File: src/sv/fre_pkg.sv
// ----------------------------------------------------------------------------
// fre_pkg: shared definitions of the frame rate estimator
// Register indexes, field widths, reset values and the sequencer states.
// ----------------------------------------------------------------------------
package fre_pkg;

    localparam int TIME_W  = 32;
    localparam int RATE_W  = 32;
    localparam int GAIN_W  = 17;
    localparam int RATIO_W = 8;
    localparam int DATA_W  = 32;
    localparam int INDEX_W = 2;

    // Remainder / product accumulator of the shared adder.
    localparam int ACC_W   = 50;
    // Dividend is ticks_per_second shifted up by the Q16.16 fraction.
    localparam int QUOT_W  = 48;
    localparam int CNT_W   = 6;

    localparam logic [INDEX_W-1:0] CFG_TICKS_PER_SECOND = 2'd0;
    localparam logic [INDEX_W-1:0] CFG_INIT_RATE        = 2'd1;
    localparam logic [INDEX_W-1:0] CFG_SMOOTHING_GAIN   = 2'd2;
    localparam logic [INDEX_W-1:0] CFG_OUTLIER_RATIO    = 2'd3;

    localparam logic [DATA_W-1:0]  RST_TICKS_PER_SECOND = 32'd1000000;
    localparam logic [RATE_W-1:0]  RST_INIT_RATE        = 32'd655360;
    localparam logic [GAIN_W-1:0]  RST_SMOOTHING_GAIN   = 17'd3277;
    localparam logic [RATIO_W-1:0] RST_OUTLIER_RATIO    = 8'd20;

    localparam logic [GAIN_W-1:0]  GAIN_ONE = 17'd65536;
    localparam logic [RATE_W-1:0]  RATE_MAX = 32'hFFFF_FFFF;

    typedef enum logic [8:0] {
        S_IDLE = 9'b0_0000_0001,
        S_DIV  = 9'b0_0000_0010,
        S_MUL1 = 9'b0_0000_0100,
        S_CHK1 = 9'b0_0000_1000,
        S_MUL2 = 9'b0_0001_0000,
        S_CHK2 = 9'b0_0010_0000,
        S_MULG = 9'b0_0100_0000,
        S_RND  = 9'b0_1000_0000,
        S_OUT  = 9'b1_0000_0000
    } t_state;

endpackage

File: src/sv/frame_rate_estimator_top.sv
// ----------------------------------------------------------------------------
// frame_rate_estimator_top: moving average frame rate meter
// Turns frame timestamps into a smoothed Q16.16 frames-per-second estimate.
// ----------------------------------------------------------------------------
// Usage:
// One frame event enters on the input channel (i_in_valid / o_in_ready) with
// its timestamp. Each event gives exactly one result on the output channel
// (o_out_valid / i_out_ready): the estimate, the measured rate and two flags.
// Four registers are written over the configuration channel; its ready is
// always high, and writes are meant to happen only while the block is idle.
// Flow: a first frame or a zero interval goes straight to the output state.
// Otherwise a restoring divider runs, then the two outlier bound checks, each
// a multiply and a compare, and the weighted update with its rounding, all on
// one shared 50-bit adder; the checks end early for an outlier. A new item is
// taken once the result has entered the output register. The 48-step
// division sets most of the latency. The block takes one item at a time.
// A finished result waits in the output register; a stalled receiver holds
// back only the next result, never the item already being worked on.
// Reset restores the register defaults and forgets the previous timestamp, so
// the next event is treated as a first frame.
module frame_rate_estimator_top (
    input  logic                           i_clk,
    input  logic                           i_rst_n,
    input  logic                           i_in_valid,
    output logic                           o_in_ready,
    input  logic [fre_pkg::TIME_W-1:0]     i_frame_time,
    output logic                           o_out_valid,
    input  logic                           i_out_ready,
    output logic [fre_pkg::RATE_W-1:0]     o_rate_estimate,
    output logic [fre_pkg::RATE_W-1:0]     o_measured_rate,
    output logic                           o_sample_accepted,
    output logic                           o_first_frame,
    input  logic                           i_cfg_valid,
    output logic                           o_cfg_ready,
    input  logic [fre_pkg::INDEX_W-1:0]    i_cfg_index,
    input  logic [fre_pkg::DATA_W-1:0]     i_cfg_data
);

    localparam int ACC_W  = fre_pkg::ACC_W;
    localparam int QUOT_W = fre_pkg::QUOT_W;
    localparam int RATE_W = fre_pkg::RATE_W;

    // Configuration registers
    logic [fre_pkg::DATA_W-1:0]  r_tps;
    logic [RATE_W-1:0]           r_init;
    logic [fre_pkg::GAIN_W-1:0]  r_gain;
    logic [fre_pkg::RATIO_W-1:0] r_ratio;

    // Sequencer and datapath
    fre_pkg::t_state             r_state, n_state;
    logic [fre_pkg::CNT_W-1:0]   r_cnt, n_cnt;
    logic [ACC_W-1:0]            r_acc, n_acc;
    logic [QUOT_W-1:0]           r_quot, n_quot;
    logic [fre_pkg::TIME_W-1:0]  r_div, n_div;
    logic [fre_pkg::TIME_W-1:0]  r_prev, n_prev;
    logic                        r_have_prev, n_have_prev;
    logic [RATE_W-1:0]           r_est, n_est;
    logic [RATE_W-1:0]           r_meas, n_meas;
    logic                        r_accepted, n_accepted;
    logic                        r_first, n_first;

    // Output register
    logic                        r_out_valid, n_out_valid;
    logic [RATE_W-1:0]           r_out_est, n_out_est;
    logic [RATE_W-1:0]           r_out_meas, n_out_meas;
    logic                        r_out_acc, n_out_acc;
    logic                        r_out_first, n_out_first;

    // Shared adder
    logic [ACC_W-1:0]            alu_a, alu_b, alu_res;
    logic                        alu_sub;

    logic [fre_pkg::RATIO_W-1:0] ratio_eff;
    logic [fre_pkg::GAIN_W-1:0]  gain_eff;
    logic [RATE_W:0]             diff;
    logic [fre_pkg::TIME_W-1:0]  interval;
    logic [ACC_W-1:0]            div_shift;
    logic                        q_bit;
    logic [QUOT_W-1:0]           quot_next;
    logic                        in_fire, out_fire, out_free;

    assign in_fire  = i_in_valid && o_in_ready;
    assign out_fire = r_out_valid && i_out_ready;
    assign out_free = !r_out_valid || i_out_ready;

    assign ratio_eff = (r_ratio == '0) ? fre_pkg::RATIO_W'(1) : r_ratio;
    assign gain_eff  = (r_gain > fre_pkg::GAIN_ONE) ? fre_pkg::GAIN_ONE : r_gain;
    assign diff      = {1'b0, r_meas} - {1'b0, r_est};
    assign interval  = i_frame_time - r_prev;

    assign div_shift = {r_acc[ACC_W-2:0], r_quot[QUOT_W-1]};
    assign alu_res   = alu_a + (alu_sub ? ~alu_b : alu_b) + ACC_W'(alu_sub);
    assign q_bit     = !alu_res[ACC_W-1];
    assign quot_next = {r_quot[QUOT_W-2:0], q_bit};

    always_comb begin
        alu_a   = '0;
        alu_b   = '0;
        alu_sub = 1'b0;
        unique case (r_state)
            fre_pkg::S_DIV: begin
                // Trial subtraction of the divisor from the shifted remainder.
                alu_a   = div_shift;
                alu_b   = ACC_W'(r_div);
                alu_sub = 1'b1;
            end
            fre_pkg::S_MUL1: begin
                alu_a = {r_acc[ACC_W-2:0], 1'b0};
                alu_b = ratio_eff[r_cnt[2:0]] ? ACC_W'(r_meas) : '0;
            end
            fre_pkg::S_CHK1: begin
                // Negative means measured * ratio exceeds the estimate.
                alu_a   = ACC_W'(r_est);
                alu_b   = r_acc;
                alu_sub = 1'b1;
            end
            fre_pkg::S_MUL2: begin
                alu_a = {r_acc[ACC_W-2:0], 1'b0};
                alu_b = ratio_eff[r_cnt[2:0]] ? ACC_W'(r_est) : '0;
            end
            fre_pkg::S_CHK2: begin
                // Negative means measured lies below estimate * ratio.
                alu_a   = ACC_W'(r_meas);
                alu_b   = r_acc;
                alu_sub = 1'b1;
            end
            fre_pkg::S_MULG: begin
                // Gain * signed (measured - estimate), gain bits MSB first.
                alu_a = {r_acc[ACC_W-2:0], 1'b0};
                alu_b = gain_eff[r_cnt[4:0]] ?
                        {{(ACC_W-RATE_W-1){diff[RATE_W]}}, diff} : '0;
            end
            fre_pkg::S_RND: begin
                alu_a = r_acc;
                alu_b = ACC_W'({r_est, 16'h8000});
            end
            default: begin
                alu_a   = '0;
                alu_b   = '0;
                alu_sub = 1'b0;
            end
        endcase
    end

    always_comb begin
        n_state     = r_state;
        n_cnt       = r_cnt;
        n_acc       = r_acc;
        n_quot      = r_quot;
        n_div       = r_div;
        n_prev      = r_prev;
        n_have_prev = r_have_prev;
        n_est       = r_est;
        n_meas      = r_meas;
        n_accepted  = r_accepted;
        n_first     = r_first;
        n_out_valid = out_fire ? 1'b0 : r_out_valid;
        n_out_est   = r_out_est;
        n_out_meas  = r_out_meas;
        n_out_acc   = r_out_acc;
        n_out_first = r_out_first;

        unique case (r_state)
            fre_pkg::S_IDLE: begin
                if (in_fire) begin
                    n_prev     = i_frame_time;
                    n_div      = interval;
                    n_accepted = 1'b0;
                    n_first    = 1'b0;
                    if (!r_have_prev) begin
                        n_have_prev = 1'b1;
                        n_est       = r_init;
                        n_meas      = '0;
                        n_first     = 1'b1;
                        n_state     = fre_pkg::S_OUT;
                    end else if (interval == '0) begin
                        n_meas  = fre_pkg::RATE_MAX;
                        n_state = fre_pkg::S_OUT;
                    end else begin
                        n_quot  = {r_tps, 16'h0000};
                        n_acc   = '0;
                        n_cnt   = fre_pkg::CNT_W'(QUOT_W - 1);
                        n_state = fre_pkg::S_DIV;
                    end
                end
            end
            fre_pkg::S_DIV: begin
                n_acc  = q_bit ? alu_res : div_shift;
                n_quot = quot_next;
                n_cnt  = r_cnt - 1'b1;
                if (r_cnt == '0) begin
                    n_meas  = (quot_next[QUOT_W-1:RATE_W] != '0) ?
                              fre_pkg::RATE_MAX : quot_next[RATE_W-1:0];
                    n_acc   = '0;
                    n_cnt   = fre_pkg::CNT_W'(fre_pkg::RATIO_W - 1);
                    n_state = fre_pkg::S_MUL1;
                end
            end
            fre_pkg::S_MUL1: begin
                n_acc = alu_res;
                n_cnt = r_cnt - 1'b1;
                if (r_cnt == '0) begin
                    n_state = fre_pkg::S_CHK1;
                end
            end
            fre_pkg::S_CHK1: begin
                if (alu_res[ACC_W-1]) begin
                    n_acc   = '0;
                    n_cnt   = fre_pkg::CNT_W'(fre_pkg::RATIO_W - 1);
                    n_state = fre_pkg::S_MUL2;
                end else begin
                    n_state = fre_pkg::S_OUT;
                end
            end
            fre_pkg::S_MUL2: begin
                n_acc = alu_res;
                n_cnt = r_cnt - 1'b1;
                if (r_cnt == '0) begin
                    n_state = fre_pkg::S_CHK2;
                end
            end
            fre_pkg::S_CHK2: begin
                if (alu_res[ACC_W-1]) begin
                    n_acc   = '0;
                    n_cnt   = fre_pkg::CNT_W'(fre_pkg::GAIN_W - 1);
                    n_state = fre_pkg::S_MULG;
                end else begin
                    n_state = fre_pkg::S_OUT;
                end
            end
            fre_pkg::S_MULG: begin
                n_acc = alu_res;
                n_cnt = r_cnt - 1'b1;
                if (r_cnt == '0) begin
                    n_state = fre_pkg::S_RND;
                end
            end
            fre_pkg::S_RND: begin
                n_est      = alu_res[RATE_W+15:16];
                n_accepted = 1'b1;
                n_state    = fre_pkg::S_OUT;
            end
            fre_pkg::S_OUT: begin
                if (out_free) begin
                    n_out_valid = 1'b1;
                    n_out_est   = r_est;
                    n_out_meas  = r_meas;
                    n_out_acc   = r_accepted;
                    n_out_first = r_first;
                    n_state     = fre_pkg::S_IDLE;
                end
            end
            default: begin
                n_state = fre_pkg::S_IDLE;
            end
        endcase
    end

    always_ff @(posedge i_clk) begin
        if (!i_rst_n) begin
            r_state     <= fre_pkg::S_IDLE;
            r_have_prev <= 1'b0;
            r_out_valid <= 1'b0;
            r_tps       <= fre_pkg::RST_TICKS_PER_SECOND;
            r_init      <= fre_pkg::RST_INIT_RATE;
            r_gain      <= fre_pkg::RST_SMOOTHING_GAIN;
            r_ratio     <= fre_pkg::RST_OUTLIER_RATIO;
        end else begin
            r_state     <= n_state;
            r_have_prev <= n_have_prev;
            r_out_valid <= n_out_valid;
            if (i_cfg_valid) begin
                unique case (i_cfg_index)
                    fre_pkg::CFG_TICKS_PER_SECOND: r_tps   <= i_cfg_data;
                    fre_pkg::CFG_INIT_RATE:        r_init  <= i_cfg_data;
                    fre_pkg::CFG_SMOOTHING_GAIN:   r_gain  <= i_cfg_data[fre_pkg::GAIN_W-1:0];
                    fre_pkg::CFG_OUTLIER_RATIO:    r_ratio <= i_cfg_data[fre_pkg::RATIO_W-1:0];
                    default:                       r_tps   <= r_tps;
                endcase
            end
        end
    end

    always_ff @(posedge i_clk) begin
        r_cnt       <= n_cnt;
        r_acc       <= n_acc;
        r_quot      <= n_quot;
        r_div       <= n_div;
        r_prev      <= n_prev;
        r_est       <= n_est;
        r_meas      <= n_meas;
        r_accepted  <= n_accepted;
        r_first     <= n_first;
        r_out_est   <= n_out_est;
        r_out_meas  <= n_out_meas;
        r_out_acc   <= n_out_acc;
        r_out_first <= n_out_first;
    end

    assign o_in_ready        = (r_state == fre_pkg::S_IDLE);
    assign o_cfg_ready       = 1'b1;
    assign o_out_valid       = r_out_valid;
    assign o_rate_estimate   = r_out_est;
    assign o_measured_rate   = r_out_meas;
    assign o_sample_accepted = r_out_acc;
    assign o_first_frame     = r_out_first;

    // An accepted item keeps the block busy on the following cycle.
    a_busy_after_accept: assert property (@(posedge i_clk) disable iff (!i_rst_n)
        (i_in_valid && o_in_ready) |=> !o_in_ready)
        else $error("input taken on consecutive cycles");

    // A first frame only loads the estimate and never updates it.
    a_first_not_accepted: assert property (@(posedge i_clk) disable iff (!i_rst_n)
        o_out_valid |-> !(o_first_frame && o_sample_accepted))
        else $error("first frame reported as accepted sample");

    // An accepted sample lies above zero, since it must exceed estimate / ratio.
    a_accepted_nonzero: assert property (@(posedge i_clk) disable iff (!i_rst_n)
        (o_out_valid && o_sample_accepted) |-> (o_measured_rate != '0))
        else $error("zero rate accepted");

    // Once a timestamp is held, only reset forgets it.
    a_prev_sticky: assert property (@(posedge i_clk) disable iff (!i_rst_n)
        r_have_prev |=> r_have_prev)
        else $error("previous timestamp lost");

endmodule

File: config.mk
export PLATFORM = sky130hd
export DESIGN_NAME = frame_rate_estimator_top
export DESIGN_NICKNAME = d
export VERILOG_FILES = /design/src/sv/fre_pkg.sv /design/src/sv/frame_rate_estimator_top.sv
export SDC_FILE = /design/constraint.sdc
export NUM_CORES = 1
export LEC_CHECK = 0
export ABC_CLOCK_PERIOD_IN_PS = 7400
export BUFFER_PORTS_ARGS = -buffer_cell sky130_fd_sc_hd__buf_2
export CORE_ASPECT_RATIO = 0.6
export CORE_MARGIN = 4
export CORE_UTILIZATION = 47
export CTS_BUF_LIST = sky130_fd_sc_hd__clkbuf_8
export CTS_CLUSTER_DIAMETER = 30
export DETAILED_ROUTE_END_ITERATION = 10
export PLACE_DENSITY = 0.71
export SLEW_MARGIN = 0
export SYNTH_ARGS = -nofsm -noshare
export SYNTH_HDL_FRONTEND = slang
export SYNTH_SLANG_ARGS = --single-unit
File: constraint.sdc
create_clock -name i_clk -period 7.4 [get_ports i_clk]
set_clock_uncertainty 0.05 [all_clocks]
set_input_delay 1.48 -clock i_clk [delete_from_list [all_inputs] [get_ports i_clk]]
set_output_delay 1.48 -clock i_clk [all_outputs]
set_load 0.01 [all_outputs]
==> impl_metrics.yaml <==
sta:
  final_max_slew_violation_count: 0
  final_setup_violating_endpoints: 0
  post-route-min-period_ns: 7.18
  final.setup.tns_ns: 0
  hold_slack_final_ns: 0.370
  grt_setup_unrepaired: "false"
  timing_hold_violations_final: 0
  maxSlewHeadroom: 0.251
  finalCritPeriodShare: 0.970
  tightestPinTransition_ns: 1.12
  maxClockFrequency_mhz: 139
detailed_routing:
  ant_nets_after_route: 0
  drc: 0
  vias_per_inst: 6.36
  finalWirelength_mm: 80.6
  routed_wire_length_per_instance_um: 25.1
  first_drt_pass_iteration_count: 11
  num_vias: 20430
  detail_route.iter0.violations: 3147
power:
  p_leak_nw: 10.8
  clock_power_share: 0.374
  comb_power_share: 0.170
  pwr-share-seq: 0.455
  p_per_area_nw_per_um2: 246
  power.switching_fraction: 0.312
  netSwitchingPower_mw: 2.01
  p_int_mw: 4.43
  vdd_drop_max_mv: 0.192
critical_path:
  timing.critical_path.from_type: "flop"
  worst_ep_arrival_time_ns: 7.51
  path_max_fanout: 7
  cp_data_required_time_ns: 7.73
  path_class: "reg -> reg"
  element_type_at_the_critical_path_end: "flop"
global_routing:
  antenna_violations_before_repair: 3
  grt_start_max_net_pins: 94
  grt_first_pass_wirelength_mm: 118
  grt.overflow.total: 0
  groute.usage.overall: 0.297
  vias_in_the_first_global_route: 18809
place:
  finalWeightedCongestion: 1.07
  dp_hpwl_mm: 59.3
  portBuffers: 138
synthesis:
  yosys.cell_count.top_type: "sky130_fd_sc_hd__nand2_1"
  netlist_instances: 2357
  postSynthRegisterBits: 400
  async_set_reset_flop_share_out_of_synthesis: 0
  netlist_top_cells_count: "sky130_fd_sc_hd__nand2_1, sky130_fd_sc_hd__edfxtp_1, sky130_fd_sc_hd__a21oi_1, sky130_fd_sc_hd__ha_1, sky130_fd_sc_hd__inv_1"
  ys_top_cells_by_area: "sky130_fd_sc_hd__edfxtp_1, sky130_fd_sc_hd__dfxtp_1, sky130_fd_sc_hd__nand2_1, sky130_fd_sc_hd__ha_1, sky130_fd_sc_hd__a21oi_1"
  synthesis.yosys.warnings: 0
  post_synth_num_cell_types: 91
  synthesis.nets: 2548
  netlist.top_cell.by_area: "sky130_fd_sc_hd__edfxtp_1"
  syn_area_per_cell_um2: 9.76
  yosysSeqAreaShare: 0.479
  number_of_enable_flip_flop_cells_after_synthesis: 300
  synth.top_cell.area_share: 0.392
  synth_top_flop_cell: "sky130_fd_sc_hd__edfxtp_1"
  cell_area_synth_um2: 23000
cells_and_area:
  layout_cell_share_with_drive_strength_beyond_1: 0.140
  number_of_nets_in_the_finished_design: 2702
  fillers: 4249
  diodes: 0
  layout.core_utilization: 0.545
  area_grow_syn2layout_pct: 14.0
die:
  die_area_um2: 52600
  core_area_um2: 48100
  floorplan.die.width_um: 294
  die_y_um: 179
  initial_core_utilization: 0.478
  std_cell_rows: 62
  ioPinCount: 140
clocking:
  h_tree_depth: 3
  cts-root-buf: "sky130_fd_sc_hd__clkbuf_8"
  cts_sinks: 400
  clkLatencyLatePin_ns: 0.67
  cts_inserted_buffers: 77
  cts_tree: "yes"
  cts_post_setup_buffers_inserted: 0
  clock_tree.buffer_depth: 3
  clk_pin_slew_ns: 0.06
worst_hold_path:
  hold_path_class: "reg -> reg"
status:
  run_status: "finished clean"
flow_run:
  max_cap_viol_count: 0
## routing by layer
layer / routed length [um] / GRT usage
met5: 188 / 0.0280
met4: 1990 / 0.0744
met3: 12900 / 0.130
met2: 30500 / 0.388
met1: 35000 / 0.442
## sequential cells by signal, indices dropped and copies added (netlist names)
| signal | flops |
|---|---|
| r_have_prev | 1 |
| r_prev | 32 |
| r_ratio | 8 |
| r_state | 9 |
| o_out_valid | 1 |
| r_accepted | 1 |
| r_meas | 32 |
| o_rate_estimate | 32 |
| r_tps | 32 |
| o_sample_accepted | 1 |
| r_gain | 17 |
| r_est | 32 |
| r_quot | 48 |
| r_cnt | 6 |
| r_div | 32 |
| r_acc | 50 |
| r_first | 1 |
| o_measured_rate | 32 |
| r_init | 32 |
| o_first_frame | 1 |
## cell families after synthesis
family	count (synthesis)	share of synthesized area
AO/OA/AOI/OAI	645	0.199
XOR/XNOR	101	0.0391
adder cells (fa/ha/maj)	120	0.0663
buffers and inverters	227	0.0393
flip-flops	400	0.479
multiplexers	19	0.0112
other	1	0.000163
AND/OR/NAND/NOR	844	0.166
## critical path, stage by stage (launching register included)
cell and delay, ns:
sky130_fd_sc_hd__edfxtp_1 0.44, sky130_fd_sc_hd__inv_1 0.12, sky130_fd_sc_hd__ha_1 0.20, sky130_fd_sc_hd__fa_1 0.22, sky130_fd_sc_hd__nor2b_1 0.08, sky130_fd_sc_hd__o31ai_1 0.36
sky130_fd_sc_hd__a21oi_1 0.21, sky130_fd_sc_hd__or2_2 0.34, sky130_fd_sc_hd__a311o_1 0.38, sky130_fd_sc_hd__a31oi_1 0.29, sky130_fd_sc_hd__o21bai_1 0.09, sky130_fd_sc_hd__a21oi_1 0.18
sky130_fd_sc_hd__xnor2_1 0.08, sky130_fd_sc_hd__a221oi_1 0.31, sky130_fd_sc_hd__a221oi_1 0.12, sky130_fd_sc_hd__ha_1 0.47, sky130_fd_sc_hd__and4_1 0.27, sky130_fd_sc_hd__nor3b_1 0.34
sky130_fd_sc_hd__and3_1 0.37, sky130_fd_sc_hd__o211ai_1 0.35, sky130_fd_sc_hd__a21oi_2 0.28, sky130_fd_sc_hd__o21ai_0 0.18, sky130_fd_sc_hd__a311oi_1 0.29, sky130_fd_sc_hd__o21ai_0 0.17
sky130_fd_sc_hd__a21boi_1 0.28, sky130_fd_sc_hd__nor4_1 0.07, sky130_fd_sc_hd__a311oi_1 0.26, sky130_fd_sc_hd__o2bb2ai_1 0.11
## cell usage in the layout, fill, tap and decap left out, types with 20 or more instances in the layout
cell type                    n
sky130_fd_sc_hd__a222oi_1   47
sky130_fd_sc_hd__buf_2     138
sky130_fd_sc_hd__and2_1     28
sky130_fd_sc_hd__nand2b_1   28
sky130_fd_sc_hd__a31oi_1    20
sky130_fd_sc_hd__o21ai_0    55
sky130_fd_sc_hd__nor2b_1    22
sky130_fd_sc_hd__nand2_1   512
sky130_fd_sc_hd__nand3_1    44
sky130_fd_sc_hd__a21oi_1   198
sky130_fd_sc_hd__xor2_1     34
sky130_fd_sc_hd__buf_4      43
sky130_fd_sc_hd__a21o_1     42
sky130_fd_sc_hd__dfxtp_1   100
sky130_fd_sc_hd__a221oi_1   43
sky130_fd_sc_hd__ha_1      116
sky130_fd_sc_hd__inv_1     128
sky130_fd_sc_hd__xnor2_1    65
sky130_fd_sc_hd__nor2_1     83
sky130_fd_sc_hd__clkbuf_8   83
sky130_fd_sc_hd__nor3_1     26
sky130_fd_sc_hd__edfxtp_1  300
sky130_fd_sc_hd__a221o_1    20
sky130_fd_sc_hd__a22o_1     61
## power groups by stage
stage | combinational (mW) | clock [mW] | sequential (mW)
after global routing | 1.19 | 2.54 | 2.93
final | 1.10 | 2.41 | 2.93
after detailed placement | 1.06 | 0 | 2.95
after global placement | 1.04 | 0 | 2.95
after CTS | 1.07 | 2.44 | 2.91
after floorplan | 0.729 | 0 | 2.84
## final timing paths
| path | end | from | cells past startpoint | slack [ns] |
|---|---|---|---|---|
| max reg2reg | r_acc[48] | r_meas[0] | 27 | 0.22 |
| min reg2reg | o_first_frame | r_first | 0 | 0.37 |
| max | r_acc[48] | r_meas[0] | 27 | 0.22 |
| min | o_first_frame | r_first | 0 | 0.37 |
## final cells by class
cell class / instances / area, um^2 / share of cell area
clock inverter: 58 / 544 / 0.0208
multi-input combinational: 1730 / 11100 / 0.425
sequential: 400 / 11000 / 0.420
clock buffer: 83 / 1140 / 0.0436
timing repair buffer: 187 / 1130 / 0.0433
tap: 640 / 801 / 0.0306
inverter: 115 / 432 / 0.0165
## stage by stage
stage | area [um^2] | setup WS (ns) | total power [mW] | cells
floorplan | 23000 | 0.408 | 3.57 | 2357
global placement | 24500 | 0.333 | 3.99 | 3072
detailed placement | 24500 | 0.209 | 4.01 | 3072
CTS | 26200 | 0.172 | 6.42 | 3213
global route | 26200 | 0.00412 | 6.67 | 3213
finish | 26200 | 0.219 | 6.44 | 3213
## timing repair
action | CTS | global route
resized for setup | 0 | 4
hold buffers | 0 | 0
endpoints found under the setup margin | 0 | 9
(Power assumes the default switching activity.)
